[src/smpd_pkg.sv]
`default_nettype none

package smpd_pkg;

    // Position and scale widths
    localparam int POS_BITS   = 12;
    localparam int SCALE_BITS = 16;
    localparam int DELTA_BITS = 9;   // signed, holds +128 after negation
    localparam int SUM_BITS   = POS_BITS + 2;
    localparam int PROD_BITS  = POS_BITS + SCALE_BITS;

    // Configuration port
    localparam int CFG_DATA_BITS = 32;
    localparam int CFG_ADDR_BITS = 5;

    // Reset values of the configuration registers and position
    localparam logic [POS_BITS-1:0]   WIDTH_RST  = POS_BITS'(640);
    localparam logic [POS_BITS-1:0]   HEIGHT_RST = POS_BITS'(480);
    localparam logic [SCALE_BITS-1:0] XSCALE_RST = SCALE_BITS'(102);
    localparam logic [SCALE_BITS-1:0] YSCALE_RST = SCALE_BITS'(136);
    localparam logic [SCALE_BITS-1:0] ABS_MAX    = '1;

    // Bit positions inside the 7-bit payload of a received byte
    localparam int SYNC_POS  = 6;
    localparam int LEFT_POS  = 5;
    localparam int RIGHT_POS = 4;

    // Output tdata layout
    localparam int OUT_MOVED  = 0;
    localparam int OUT_LDOWN  = 1;
    localparam int OUT_LUP    = 2;
    localparam int OUT_RDOWN  = 3;
    localparam int OUT_RUP    = 4;
    localparam int OUT_BITS   = 64;

    // Register map, word index
    typedef enum logic [2:0] {
        REG_SWAP_BUTTONS  = 3'd0,
        REG_MIRROR_X      = 3'd1,
        REG_MIRROR_Y      = 3'd2,
        REG_ROTATE_AXES   = 3'd3,
        REG_SCREEN_WIDTH  = 3'd4,
        REG_SCREEN_HEIGHT = 3'd5,
        REG_X_SCALE       = 3'd6,
        REG_Y_SCALE       = 3'd7
    } t_reg_idx;

    // Packet framing state
    typedef enum logic [2:0] {
        PH_SYNC  = 3'b001,
        PH_XBYTE = 3'b010,
        PH_YBYTE = 3'b100
    } t_phase;

    // Decoded packet handed to the scaling stage
    typedef struct packed {
        logic                moved;
        logic                left_down;
        logic                left_up;
        logic                right_down;
        logic                right_up;
        logic [POS_BITS-1:0] cursor_x;
        logic [POS_BITS-1:0] cursor_y;
    } t_evt;

endpackage

`default_nettype wire

[src/serial_mouse_packet_decoder.sv]
`default_nettype none

// Serial mouse packet decoder. Takes one received UART byte per transfer on
// s_axis (bit 7 ignored), frames three-byte packets on the sync bit, and
// returns one result transfer per complete packet on m_axis: move flag,
// left/right down and release events, the clamped cursor position and that
// position scaled by x_scale/y_scale (saturated at 65535). A byte can be taken
// every cycle while no stalled result holds s_axis_tready low. Each byte lands
// in an input register. One pass of decode, clamp and a 12x16 multiply per axis
// then loads the result register, from which a result is offered on m_axis.
// That single pass sets the cycle time. While a result waits on m_axis, the
// input register still takes one more byte; after that s_axis_tready drops
// until the result is taken. Registers sit on the APB port at byte address
// 4*index. Writing screen_width or screen_height recenters that axis.
// Configuration may only change while no packet is in flight.
module serial_mouse_packet_decoder
    import smpd_pkg::*;
(
    input  wire logic                     i_clk,
    input  wire logic                     i_rst_n,
    // stream in: tdata = rx_byte[7:0]
    input  wire logic                     s_axis_tvalid,
    output logic                          s_axis_tready,
    input  wire logic [7:0]               s_axis_tdata,
    // stream out: tdata = moved[0], left_down[1], left_up[2], right_down[3],
    // right_up[4], cursor_x[16:5], cursor_y[28:17], abs_x[44:29],
    // abs_y[60:45], zero[63:61]
    output logic                          m_axis_tvalid,
    input  wire logic                     m_axis_tready,
    output logic [OUT_BITS-1:0]           m_axis_tdata,
    // configuration
    input  wire logic                     psel,
    input  wire logic                     penable,
    input  wire logic                     pwrite,
    input  wire logic [CFG_ADDR_BITS-1:0] paddr,
    input  wire logic [CFG_DATA_BITS-1:0] pwdata,
    output logic [CFG_DATA_BITS-1:0]      prdata,
    output logic                          pready
);

    // configuration registers
    logic                  r_swap, r_mirror_x, r_mirror_y, r_rotate;
    logic [POS_BITS-1:0]   r_width, r_height;
    logic [SCALE_BITS-1:0] r_x_scale, r_y_scale;

    // framing and tracking state
    t_phase                r_phase, n_phase;
    logic [5:0]            r_head, n_head;
    logic [5:0]            r_xb, n_xb;
    logic                  r_left_was, r_right_was;
    logic [POS_BITS-1:0]   r_pos_x, r_pos_y;

    // input and result registers
    logic                  r0_valid, r1_valid;
    logic [6:0]            r0_byte;
    t_evt                  r1_evt, n_evt;
    logic [SCALE_BITS-1:0] r1_abs_x, r1_abs_y;

    logic                  ready1, adv0;
    logic                  cfg_wr;
    t_reg_idx              cfg_idx;
    logic                  emit;

    logic                  sync;
    logic                  left, right;
    logic [7:0]            dx_raw, dy_raw;
    logic signed [DELTA_BITS-1:0] dx_m, dy_m, dx, dy;
    logic [POS_BITS-1:0]   nx_pos, ny_pos;
    logic [PROD_BITS-1:0]  prod_x, prod_y;

    // Stall chain from the output back to the input
    assign ready1        = !r1_valid || m_axis_tready;
    assign s_axis_tready = !r0_valid || ready1;
    assign adv0          = r0_valid && ready1;

    // APB access
    assign pready  = 1'b1;
    assign cfg_idx = t_reg_idx'(paddr[CFG_ADDR_BITS-1:2]);
    assign cfg_wr  = psel && penable && pwrite && pready;

    always_comb begin
        prdata = '0;
        unique case (cfg_idx)
            REG_SWAP_BUTTONS:  prdata[0] = r_swap;
            REG_MIRROR_X:      prdata[0] = r_mirror_x;
            REG_MIRROR_Y:      prdata[0] = r_mirror_y;
            REG_ROTATE_AXES:   prdata[0] = r_rotate;
            REG_SCREEN_WIDTH:  prdata[POS_BITS-1:0] = r_width;
            REG_SCREEN_HEIGHT: prdata[POS_BITS-1:0] = r_height;
            REG_X_SCALE:       prdata[SCALE_BITS-1:0] = r_x_scale;
            REG_Y_SCALE:       prdata[SCALE_BITS-1:0] = r_y_scale;
        endcase
    end

    // Framing: a sync byte always restarts the packet
    assign sync = r0_byte[SYNC_POS];
    assign emit = !sync && (r_phase == PH_YBYTE);

    always_comb begin
        n_phase = r_phase;
        n_head  = r_head;
        n_xb    = r_xb;
        if (sync) begin
            n_head  = r0_byte[5:0];
            n_phase = PH_XBYTE;
        end else if (r_phase == PH_XBYTE) begin
            n_xb    = r0_byte[5:0];
            n_phase = PH_YBYTE;
        end else begin
            n_phase = PH_SYNC;
        end
    end

    // Buttons, optionally swapped
    assign left  = r_swap ? r_head[RIGHT_POS] : r_head[LEFT_POS];
    assign right = r_swap ? r_head[LEFT_POS]  : r_head[RIGHT_POS];

    // Deltas: high bits from the head byte
    assign dx_raw = {r_head[1:0], r_xb};
    assign dy_raw = {r_head[3:2], r0_byte[5:0]};
    assign dx_m   = r_mirror_x ? -$signed({dx_raw[7], dx_raw}) : $signed({dx_raw[7], dx_raw});
    assign dy_m   = r_mirror_y ? -$signed({dy_raw[7], dy_raw}) : $signed({dy_raw[7], dy_raw});
    assign dx     = r_rotate ? dy_m : dx_m;
    assign dy     = r_rotate ? dx_m : dy_m;

    // Move and clamp to 0..limit
    function automatic logic [POS_BITS-1:0] clamp_move(
        input logic [POS_BITS-1:0]          pos,
        input logic signed [DELTA_BITS-1:0] d,
        input logic [POS_BITS-1:0]          lim
    );
        logic signed [SUM_BITS-1:0] s;
        s = $signed({2'b00, pos}) + SUM_BITS'(d);
        if (s[SUM_BITS-1]) begin
            return '0;
        end else if (s[SUM_BITS-2:0] > {1'b0, lim}) begin
            return lim;
        end else begin
            return s[POS_BITS-1:0];
        end
    endfunction

    assign nx_pos = clamp_move(r_pos_x, dx, r_width);
    assign ny_pos = clamp_move(r_pos_y, dy, r_height);

    always_comb begin
        n_evt.moved      = (dx_raw != '0) || (dy_raw != '0);
        n_evt.left_down  = left;
        n_evt.left_up    = !left && r_left_was;
        n_evt.right_down = right;
        n_evt.right_up   = !right && r_right_was;
        n_evt.cursor_x   = nx_pos;
        n_evt.cursor_y   = ny_pos;
    end

    // Scaling of the new position
    assign prod_x = PROD_BITS'(nx_pos) * PROD_BITS'(r_x_scale);
    assign prod_y = PROD_BITS'(ny_pos) * PROD_BITS'(r_y_scale);

    // Config registers and decode state
    always_ff @(posedge i_clk) begin
        if (!i_rst_n) begin
            r_swap      <= 1'b0;
            r_mirror_x  <= 1'b0;
            r_mirror_y  <= 1'b0;
            r_rotate    <= 1'b0;
            r_width     <= WIDTH_RST;
            r_height    <= HEIGHT_RST;
            r_x_scale   <= XSCALE_RST;
            r_y_scale   <= YSCALE_RST;
            r_phase     <= PH_SYNC;
            r_head      <= '0;
            r_xb        <= '0;
            r_left_was  <= 1'b0;
            r_right_was <= 1'b0;
            r_pos_x     <= WIDTH_RST >> 1;
            r_pos_y     <= HEIGHT_RST >> 1;
        end else begin
            if (adv0) begin
                r_phase <= n_phase;
                r_head  <= n_head;
                r_xb    <= n_xb;
                if (emit) begin
                    r_left_was  <= left;
                    r_right_was <= right;
                    r_pos_x     <= nx_pos;
                    r_pos_y     <= ny_pos;
                end
            end
            if (cfg_wr) begin
                unique case (cfg_idx)
                    REG_SWAP_BUTTONS: r_swap     <= pwdata[0];
                    REG_MIRROR_X:     r_mirror_x <= pwdata[0];
                    REG_MIRROR_Y:     r_mirror_y <= pwdata[0];
                    REG_ROTATE_AXES:  r_rotate   <= pwdata[0];
                    REG_SCREEN_WIDTH: begin
                        r_width <= pwdata[POS_BITS-1:0];
                        r_pos_x <= pwdata[POS_BITS-1:0] >> 1;
                    end
                    REG_SCREEN_HEIGHT: begin
                        r_height <= pwdata[POS_BITS-1:0];
                        r_pos_y  <= pwdata[POS_BITS-1:0] >> 1;
                    end
                    REG_X_SCALE:      r_x_scale <= pwdata[SCALE_BITS-1:0];
                    REG_Y_SCALE:      r_y_scale <= pwdata[SCALE_BITS-1:0];
                endcase
            end
        end
    end

    // Register valids
    always_ff @(posedge i_clk) begin
        if (!i_rst_n) begin
            r0_valid <= 1'b0;
            r1_valid <= 1'b0;
        end else begin
            if (s_axis_tready) begin
                r0_valid <= s_axis_tvalid;
            end
            if (ready1) begin
                r1_valid <= adv0 && emit;
            end
        end
    end

    // Register payloads
    always_ff @(posedge i_clk) begin
        if (s_axis_tready && s_axis_tvalid) begin
            r0_byte <= s_axis_tdata[6:0];
        end
        if (adv0 && emit) begin
            r1_evt   <= n_evt;
            r1_abs_x <= (prod_x[PROD_BITS-1:SCALE_BITS] != '0) ? ABS_MAX
                                                                : prod_x[SCALE_BITS-1:0];
            r1_abs_y <= (prod_y[PROD_BITS-1:SCALE_BITS] != '0) ? ABS_MAX
                                                                : prod_y[SCALE_BITS-1:0];
        end
    end

    // Output transfer
    assign m_axis_tvalid = r1_valid;
    assign m_axis_tdata  = {3'b000, r1_abs_y, r1_abs_x, r1_evt.cursor_y, r1_evt.cursor_x,
                            r1_evt.right_up, r1_evt.right_down, r1_evt.left_up,
                            r1_evt.left_down, r1_evt.moved};

endmodule

`default_nettype wire

[config.mk]
export PLATFORM = sky130hd
export DESIGN_NAME = serial_mouse_packet_decoder
export DESIGN_NICKNAME = d
export VERILOG_FILES = /design/src/smpd_pkg.sv /design/src/serial_mouse_packet_decoder.sv
export SDC_FILE = /design/constraint.sdc
export NUM_CORES = 1
export LEC_CHECK = 0
export BUFFER_PORTS_ARGS = -buffer_cell sky130_fd_sc_hd__buf_4
export CAP_MARGIN = 40
export CORE_AREA = 2 2 204 206
export DETAILED_ROUTE_END_ITERATION = 10
export DIE_AREA = 0 0 206 208
export HOLD_SLACK_MARGIN = 0.03
export MAX_ROUTING_LAYER = met4
export PLACE_DENSITY = 0.73
export RECOVER_POWER = 50
export SYNTH_ARGS = -nofsm -noshare
export SYNTH_HDL_FRONTEND = slang
export SYNTH_SLANG_ARGS = --single-unit
[constraint.sdc]
create_clock -name i_clk -period 25.5 [get_ports i_clk]
set_input_delay 3.825 -clock i_clk [delete_from_list [all_inputs] [get_ports i_clk]]
set_output_delay 3.825 -clock i_clk [all_outputs]
set_load 0.05 [all_outputs]
---- Yosys cells after proc, flatten, opt, wreduce, memory -nomap -nowiden ----
Cells that the tools add are included.
storage, ports and cells
  latch bits .............................. 0
  bits in read-only memories .............. 0
  RAM bits ................................ 0
  memories ................................ 0
  output and inout bits ................... 99
  logic and storage cells ................. 100
  register bits after elaboration ......... 171
operators by class
  $lt $le $gt $ge ......................... 2
  bitwise gates (word level) .............. 1
  shift-type cells ........................ 0
  reduce and logical (&&, ||, !) cells .... 32
  equality and inequality tests ........... 9
  div/mod/pow operators ................... 0
  add/subtract/negate cells ............... 4
  mux-type cells .......................... 23
  multipliers ............................. 2
operators by type and width
  operator                                                               count
  12-bit 2-to-1 mux                                                      12
  12-bit by 16-bit multiplier with 28-bit output                         2
  11-bit case mux with 4 select lines                                    1
  9-bit 2-to-1 mux                                                       4
  13-bit by 9-bit adder with 14-bit output                               2
  13-bit by 12-bit > comparator with 1-bit output                        2
  12-bit nonzero test                                                    2
  2-bit AND reduction                                                    10
  8-bit negation with 9-bit output                                       2
  8-bit nonzero test                                                     2
  3-bit equality test, second input constant                             5
  3-bit by 2-bit equality test with 1-bit output, second input constant  3
  1-bit logical AND                                                      8
  1-bit case mux with 8 select lines                                     1
  4-bit case mux with 2 select lines                                     1
  3-bit 2-to-1 mux                                                       2
  1-bit logical NOT                                                      5
  3-bit by 1-bit equality test with 1-bit output, second input constant  1
  3-bit logical NOT                                                      1
  1-bit logical OR                                                       3
  3-bit AND reduction                                                    1
  1-bit 2-to-1 mux                                                       2
  1-bit inverter                                                         1

---- Longest topological paths before layout ----
Gate-level depths: netlist of the first run.
  word-level depth ........................ 11
  mapped depth ............................ 44
  mapped depth without buffers ............ 41

---- Least setup slack after synthesis of the first run ----
No wires, ideal clock.
  path type ............................... flip-flop to flip-flop
  start point ............................. reg r_rotate
  end point ............................... reg r1_abs_x[0] (data pin)
  clock period less this slack ............ 10103 ps
  cell stages (with the launch flop) ...... 39
  arrival ................................. 9820 ps
  path slack .............................. 15397 ps
  path buffers ............................ 6
  path through ............................ dfxtp_1 buf_1 buf_1 o21ai_0 ha_1 fa_1 a21oi_1 o2111ai_1 a31oi_1 xnor2_1 ha_1 and4_1 a221oi_1 a22oi_1 or3_1 buf_6 buf_8 mux2_4 [3 not listed] fa_1 fa_1 inv_1 fa_1 fa_1 inv_1 fa_1 inv_1 ha_1 a21oi_1 o21a_1 a311oi_1 o31a_1 o31ai_1 xnor2_1 nor4_2 clkbuf_1 nand4_1
RTL lines
  what                      line                                RTL
  start: declaration        serial_mouse_packet_decoder.sv:42   logic r_swap, r_mirror_x, r_mirror_y, r_rotate;
  start signal: assignment  serial_mouse_packet_decoder.sv:195  REG_ROTATE_AXES: r_rotate <= pwdata[0];
  end signal: assignment    serial_mouse_packet_decoder.sv:233  r1_abs_x <= (prod_x[PROD_BITS-1:SCALE_BITS] != '0) ? ABS_MAX
  end: declaration          serial_mouse_packet_decoder.sv:57   logic [SCALE_BITS-1:0] r1_abs_x, r1_abs_y;

---- Worst setup path after layout of the first run ----
  start point ............................. reg r0_byte[2]
  end point ............................... reg r1_abs_x[6] (data pin)
between the ends
  longest elaborated chain between the ends .. 9
ends and longest elaborated chain
  what                                                line                                RTL
  start: declaration                                  serial_mouse_packet_decoder.sv:55   logic [6:0] r0_byte;
  start signal: assignment                            serial_mouse_packet_decoder.sv:229  r0_byte <= s_axis_tdata[6:0];
  8-bit negation with 9-bit output                    serial_mouse_packet_decoder.sv:122  assign dy_m = r_mirror_y ? -$signed({dy_raw[7], dy_raw}) : $signed({dy_raw[7], dy_raw});
  9-bit 2-to-1 mux (*)                                serial_mouse_packet_decoder.sv:122
  9-bit 2-to-1 mux (*)                                serial_mouse_packet_decoder.sv:123  assign dx = r_rotate ? dy_m : dx_m;
  13-bit by 9-bit adder with 14-bit output (*)        serial_mouse_packet_decoder.sv:133  s = $signed({2'b00, pos}) + SUM_BITS'(d);
  13-bit by 12-bit > comparator with 1-bit output     serial_mouse_packet_decoder.sv:136  end else if (s[SUM_BITS-2:0] > {1'b0, lim}) begin
  12-bit 2-to-1 mux                                   serial_mouse_packet_decoder.sv:136
  12-bit 2-to-1 mux (*)                               serial_mouse_packet_decoder.sv:134  if (s[SUM_BITS-1]) begin
  12-bit by 16-bit multiplier with 28-bit output (*)  serial_mouse_packet_decoder.sv:157  assign prod_x = PROD_BITS'(nx_pos) * PROD_BITS'(r_x_scale);
  12-bit nonzero test                                 serial_mouse_packet_decoder.sv:233
Mark *: on every way between the ends. The rest lies on a longest branch, timed or not.
A chain may end at the register's enable or synchronous reset.

==> impl_metrics.ini, run 1 <==
[run_status]
status = finished with violations
violations = capacitance limit, slew limit

[die]
dieWidth_um = 206
dieHeight_um = 208
core_sq_um = 40550
ios = 151
die-area_sq_um = 42850
start_util = 0.5464
core.rowCount = 74

[cells_and_area]
layout.cells.non_filler = 3072
syn2layout_area_growth_pct = 6.601
final_common_cell = nand2_1
layout-drive-gt1-share = 0.06144
fin_util = 0.5825
layout.cells.most_common_list = nand2_1, inv_1, fa_1, ha_1, and2_1
layout.nets = 3050
fin_area_sq_um = 23620

[detailed_routing]
drt_iter0_drc = 1234
drc = 0
vias = 17860
dr.pass1.iters = 6
avgRoutedWirePerCell_um = 18.76
drtAntennaViolNets = 0
vias_per_cell = 5.815
wl_um = 57640

[clock_tree]
clock_path_buffers = 2
htreeDepth = 4
cts.clk_slew.worst_paths_ns = 0.07
cts_buffers = 17
cts_root_buf = clkbuf_16
cts_tree = yes
post_cts_resized = 0
cts.sinks = 171
clock_latency_ns = 0.47
cts_setup_buffers = 0
ctsHoldBuffers = 0

[timing]
tightest_slew_ns = 3.885
max_slew_margin = -1.590
drv_slew = 105
final.period_utilization = 0.4653
min_period_ns = 11.87
skew_ns = 0.01310
timing.final.hold_violations = 0
setup_tns_ns = 0
max_freq_mhz = 84.28
worst_hold_slack_ns = 0.4929
rsz0062_at_grt = false
setup_viol = 0
setup_slack_ns = 13.63

[setup_path]
cp_max_fo = 16
crit_path_frequent_cell = fa_1
slowest_stage = or3_1
arrival_ns = 12.04
worstSetupEndpointType = flop
cp.required_ns = 25.67
critPathLaunchType = flop
criticalPathCategory = reg -> reg
max_stage_delay_ns = 0.72

[power]
total_power_mw = 1.120
power_density_nw_per_um2 = 47.40
p_leak_nw = 10.56
ir_worst_vdd_mv = 0.05692

[synth]
syn-mean-instance-area_sq_um = 8.885
synth_area_leaders = fa_1, ha_1, dfxtp_1, edfxtp_1, nand2_1
syn-cell-area_sq_um = 22160
yosys.cell_types.count = 84
synth_top_area_cell = fa_1
synth-seq-cells = 171
async_flop_share = 0
synthFlopType = dfxtp_1
synth_top_area_frac = 0.2548
seq_area_frac_synth = 0.1852
synth_cells = 2494
synth_edf_count = 68
yosysWarnings = 0

[grt]
antenna_found_initial = 1
track_usage = 0.2859
grt_pass1_wl_um = 93870
grt_max_degree = 105
grt_pass1_vias = 18220
grt_overflow = 0

[place]
port_buffers = 111
place_ws_ns = 13.90
dpl.cell_count = 3039
place.gp.congestion = 0.9350
place_area_sq_um = 23260
dpl.hpwl_um = 45100

[run]
cap_violations = 1

[hold_path]
hp-class = reg -> reg
==> routing by layer <==
metal,up-vias,track usage,share of wire
li1,8138,-,-
met1,8940,0.3378,0.39
met2,613,0.4740,0.50
met3,173,0.04558,0.063
met4,0,0.1384,0.047
met5,-,-,0
==> synth_stat cells, drive strengths merged, types with 13 or more instances <==
cell and count:
fa 282, nand3 54, o21ai 48, nor2b 23, ha 190, clkbuf 81
xor2 31, nand2b 16, nor3 40, and2 119, a211oi 15, o21a 14
nor2 79, edfxtp 68, mux4 13, a21boi 51, xnor2 28, a21oi 61
buf 58, inv 368, mux2i 50, o31ai 17, nand2 445, o211ai 16
nand4 21, dfxtp 103, and3 37, a21o 28
==> power by group <==
part           switching [mW]  internal (mW)
sequential            0.00526          0.304
combinational           0.336          0.204
clock                   0.125          0.146
total                   0.466          0.653
==> worst max-delay path: cells and delay by family, from the launching register on <==
family          cells  cell delay (ns)
fa+ha+maj           8             3.58
compound gates      8             2.01
flops               1             0.53
simple gates       12             3.61
mux                 3             1.24
xor+xnor            1             0.15
buf+inv             4             0.44
==> kinds of logic after synthesis <==
family | count (synthesis) | share of synthesized area
buffers and inverters | 509 | 0.09457
and+or+nand+nor | 882 | 0.1893
xor gates and xnor gates | 59 | 0.02332
other | 2 | 0.0003389
DFF | 171 | 0.1852
muxes | 74 | 0.04223
AOI/OAI and AO/OA | 325 | 0.1030
adders and majority gates | 472 | 0.3620
==> final timing paths <==
check | cells after the start | slack (ns) | endpoint | startpoint
hold / removal | 2 | 0.49 | r_phase[2] | r_phase[2]
setup reg to reg | 36 | 13.63 | r1_abs_x[6] | r0_byte[2]
setup / recovery | 36 | 13.63 | r1_abs_x[6] | r0_byte[2]
hold reg to reg | 2 | 0.49 | r_phase[2] | r_phase[2]
==> final cells by class <==
type	count	area, sq um
diodes	1	2.502
flip-flops and latches	171	4104
multi-input cells	1832	16040
repair buffers	134	819.5
fillers	3619	16930
well taps	532	665.6
clock buffers	22	508.0
inverters	370	1390
clock inverters	10	95.09
==> sequential cells by signal, indices dropped and copies added, names as in the netlist, 3 cells and up <==
signal        cells
r0_byte           7
r1_abs_x         16
r_width          12
r_phase           3
r_pos_x          12
r1_abs_y         16
r_y_scale        16
r_pos_y          12
r_height         12
r_x_scale        16
m_axis_tdata     29
r_xb              6
r_head            6
(Power assumes the default switching activity.)
==> run 2: changes to the inputs <==
--- a/config.mk
+++ b/config.mk
@@ -12,7 +12,7 @@
 export DIE_AREA = 0 0 206 208
 export HOLD_SLACK_MARGIN = 0.03
 export MAX_ROUTING_LAYER = met4
-export PLACE_DENSITY = 0.73
+export PLACE_DENSITY = 0.76
 export RECOVER_POWER = 50
 export SYNTH_ARGS = -nofsm -noshare
 export SYNTH_HDL_FRONTEND = slang
==> constraint.sdc (replaced) <==
create_clock -name i_clk -period 10.6 [get_ports i_clk]
set_input_delay 1.59 -clock i_clk [delete_from_list [all_inputs] [get_ports i_clk]]
set_output_delay 1.59 -clock i_clk [all_outputs]
set_load 0.05 [all_outputs]
==> run 2 against run 1 <==
Net effect:
- the run still ends with capacitance limit, slew limit left
- critical path type unchanged
- setup slack got worse by 13 ns
- global-route usage rose by 0.52 points
- clock power grew 140%
- largest power group unchanged
- register-to-register slack got worse by 13 ns
==> impl_metrics.ini, run 2 (synthesis gave the netlist of run 1 again) <==
[setup_path]
worstSetupEndpointType = flop
max_stage_delay_ns = 0.57
slowest_stage = fa_1
cp.required_ns = 10.77
arrival_ns = 10.46
crit_path_frequent_cell = fa_1
criticalPathCategory = reg -> reg
cp_max_fo = 16
critPathLaunchType = flop

[cells_and_area]
syn2layout_area_growth_pct = 11.26
layout.cells.most_common_list = nand2_1, inv_1, fa_1, ha_1, buf_4
layout-drive-gt1-share = 0.1144
fin_util = 0.6080
layout.cells.non_filler = 3163
largest_reg_flops = 29
layout.nets = 3142
fill_cells = 3435
regArea_sq_um = 4104
fin_area_sq_um = 24650
final_common_cell = nand2_1
diodes = 0
multi_input_area_sq_um = 16360

[detailed_routing]
vias = 18400
vias_per_cell = 5.818
drtAntennaViolNets = 0
drc = 0
avgRoutedWirePerCell_um = 19.14
drt_iter0_drc = 1480
dr.pass1.iters = 7
wl_um = 60540

[grt]
grt_overflow = 0
antenna_found_initial = 0
track_usage = 0.2911
grt_pass1_wl_um = 94870
grt_max_degree = 84
grt_pass1_vias = 18420

[clock_tree]
cts.clk_slew.worst_paths_ns = 0.08
clock_latency_ns = 0.48
cts_buffers = 17
cts_tree = yes
clock_path_buffers = 2
htreeDepth = 4
cts.sinks = 171
cts_root_buf = clkbuf_16

[timing]
min_period_ns = 10.29
max_slew_margin = -1.117
setup_viol = 0
skew_ns = 0.01474
setup_tns_ns = 0
timing.final.hold_violations = 0
final.period_utilization = 0.9704
tightest_slew_ns = 3.176
max_freq_mhz = 97.22
worst_hold_slack_ns = 0.4870
setup_slack_ns = 0.3139
drv_slew = 84

[run_status]
status = finished with violations
violations = capacitance limit, slew limit

[die]
dieWidth_um = 206
ios = 151
core.rowCount = 74
core_sq_um = 40550
dieHeight_um = 208
start_util = 0.5464
die-area_sq_um = 42850

[power]
p_leak_nw = 11.06
power_density_nw_per_um2 = 117.4
total_power_mw = 2.894
ir_worst_vdd_mv = 0.1013

[place]
port_buffers = 111
place_ws_ns = -0.07964
place_area_sq_um = 23770
place.gp.congestion = 0.9082
dpl.hpwl_um = 46630
dpl.cell_count = 3106

[run]
cap_violations = 1

[hold_path]
hp-class = reg -> reg
## run 2: area by class of cell
class	instances	area share
tap	532	0.02700
multi-input combinational	1833	0.6634
sequential	171	0.1665
inverter	370	0.05638
clock buffer	24	0.02086
timing repair buffer	225	0.06308
clock inverter	8	0.002791
## run 2: repair_timing
item                       4_1_cts  5_1_grt
setup buffers                    0       22
resized for setup                5       71
pin swaps                        0       27
setup endpoints to repair       25       32
hold endpoints to repair         0        0
gates cloned                     0        2
hold buffers                     0        0
## run 2: worst max-delay path: cells and delay by family, from the launching register on
kind | cells | cell delay (ns)
buffers and inverters | 7 | 0.79
and+or+nand+nor | 10 | 2.54
AOI/OAI and AO/OA | 12 | 2.14
xor gates and xnor gates | 1 | 0.23
DFF | 1 | 0.34
adders and majority gates | 9 | 3.58
muxes | 2 | 0.36
## run 2: worst paths after layout
check	slack, ns	cells after the start	end	start
worst min-delay path	0.49	2	r_pos_y[5]	r_pos_y[5]
worst min register to register	0.49	2	r_pos_y[5]	r_pos_y[5]
worst max-delay path	0.31	41	r1_abs_y[0]	r_xb[1]
worst max register to register	0.31	41	r1_abs_y[0]	r_xb[1]
## run 2: routing by layer
layer  track usage  up-vias  wire, um
li1              -     8321         -
met1        0.3530     9074     23220
met2        0.4814      788     30160
met3       0.03587      218      4051
met4        0.1384        0      3111
met5             -        -         0
## run 2: power by group
part	leakage, nW	total, mW	switching (mW)	internal [mW]
logic	9.33	1.50	0.878	0.627
registers	1.43	0.742	0.0113	0.731
clock network	0.290	0.647	0.301	0.346
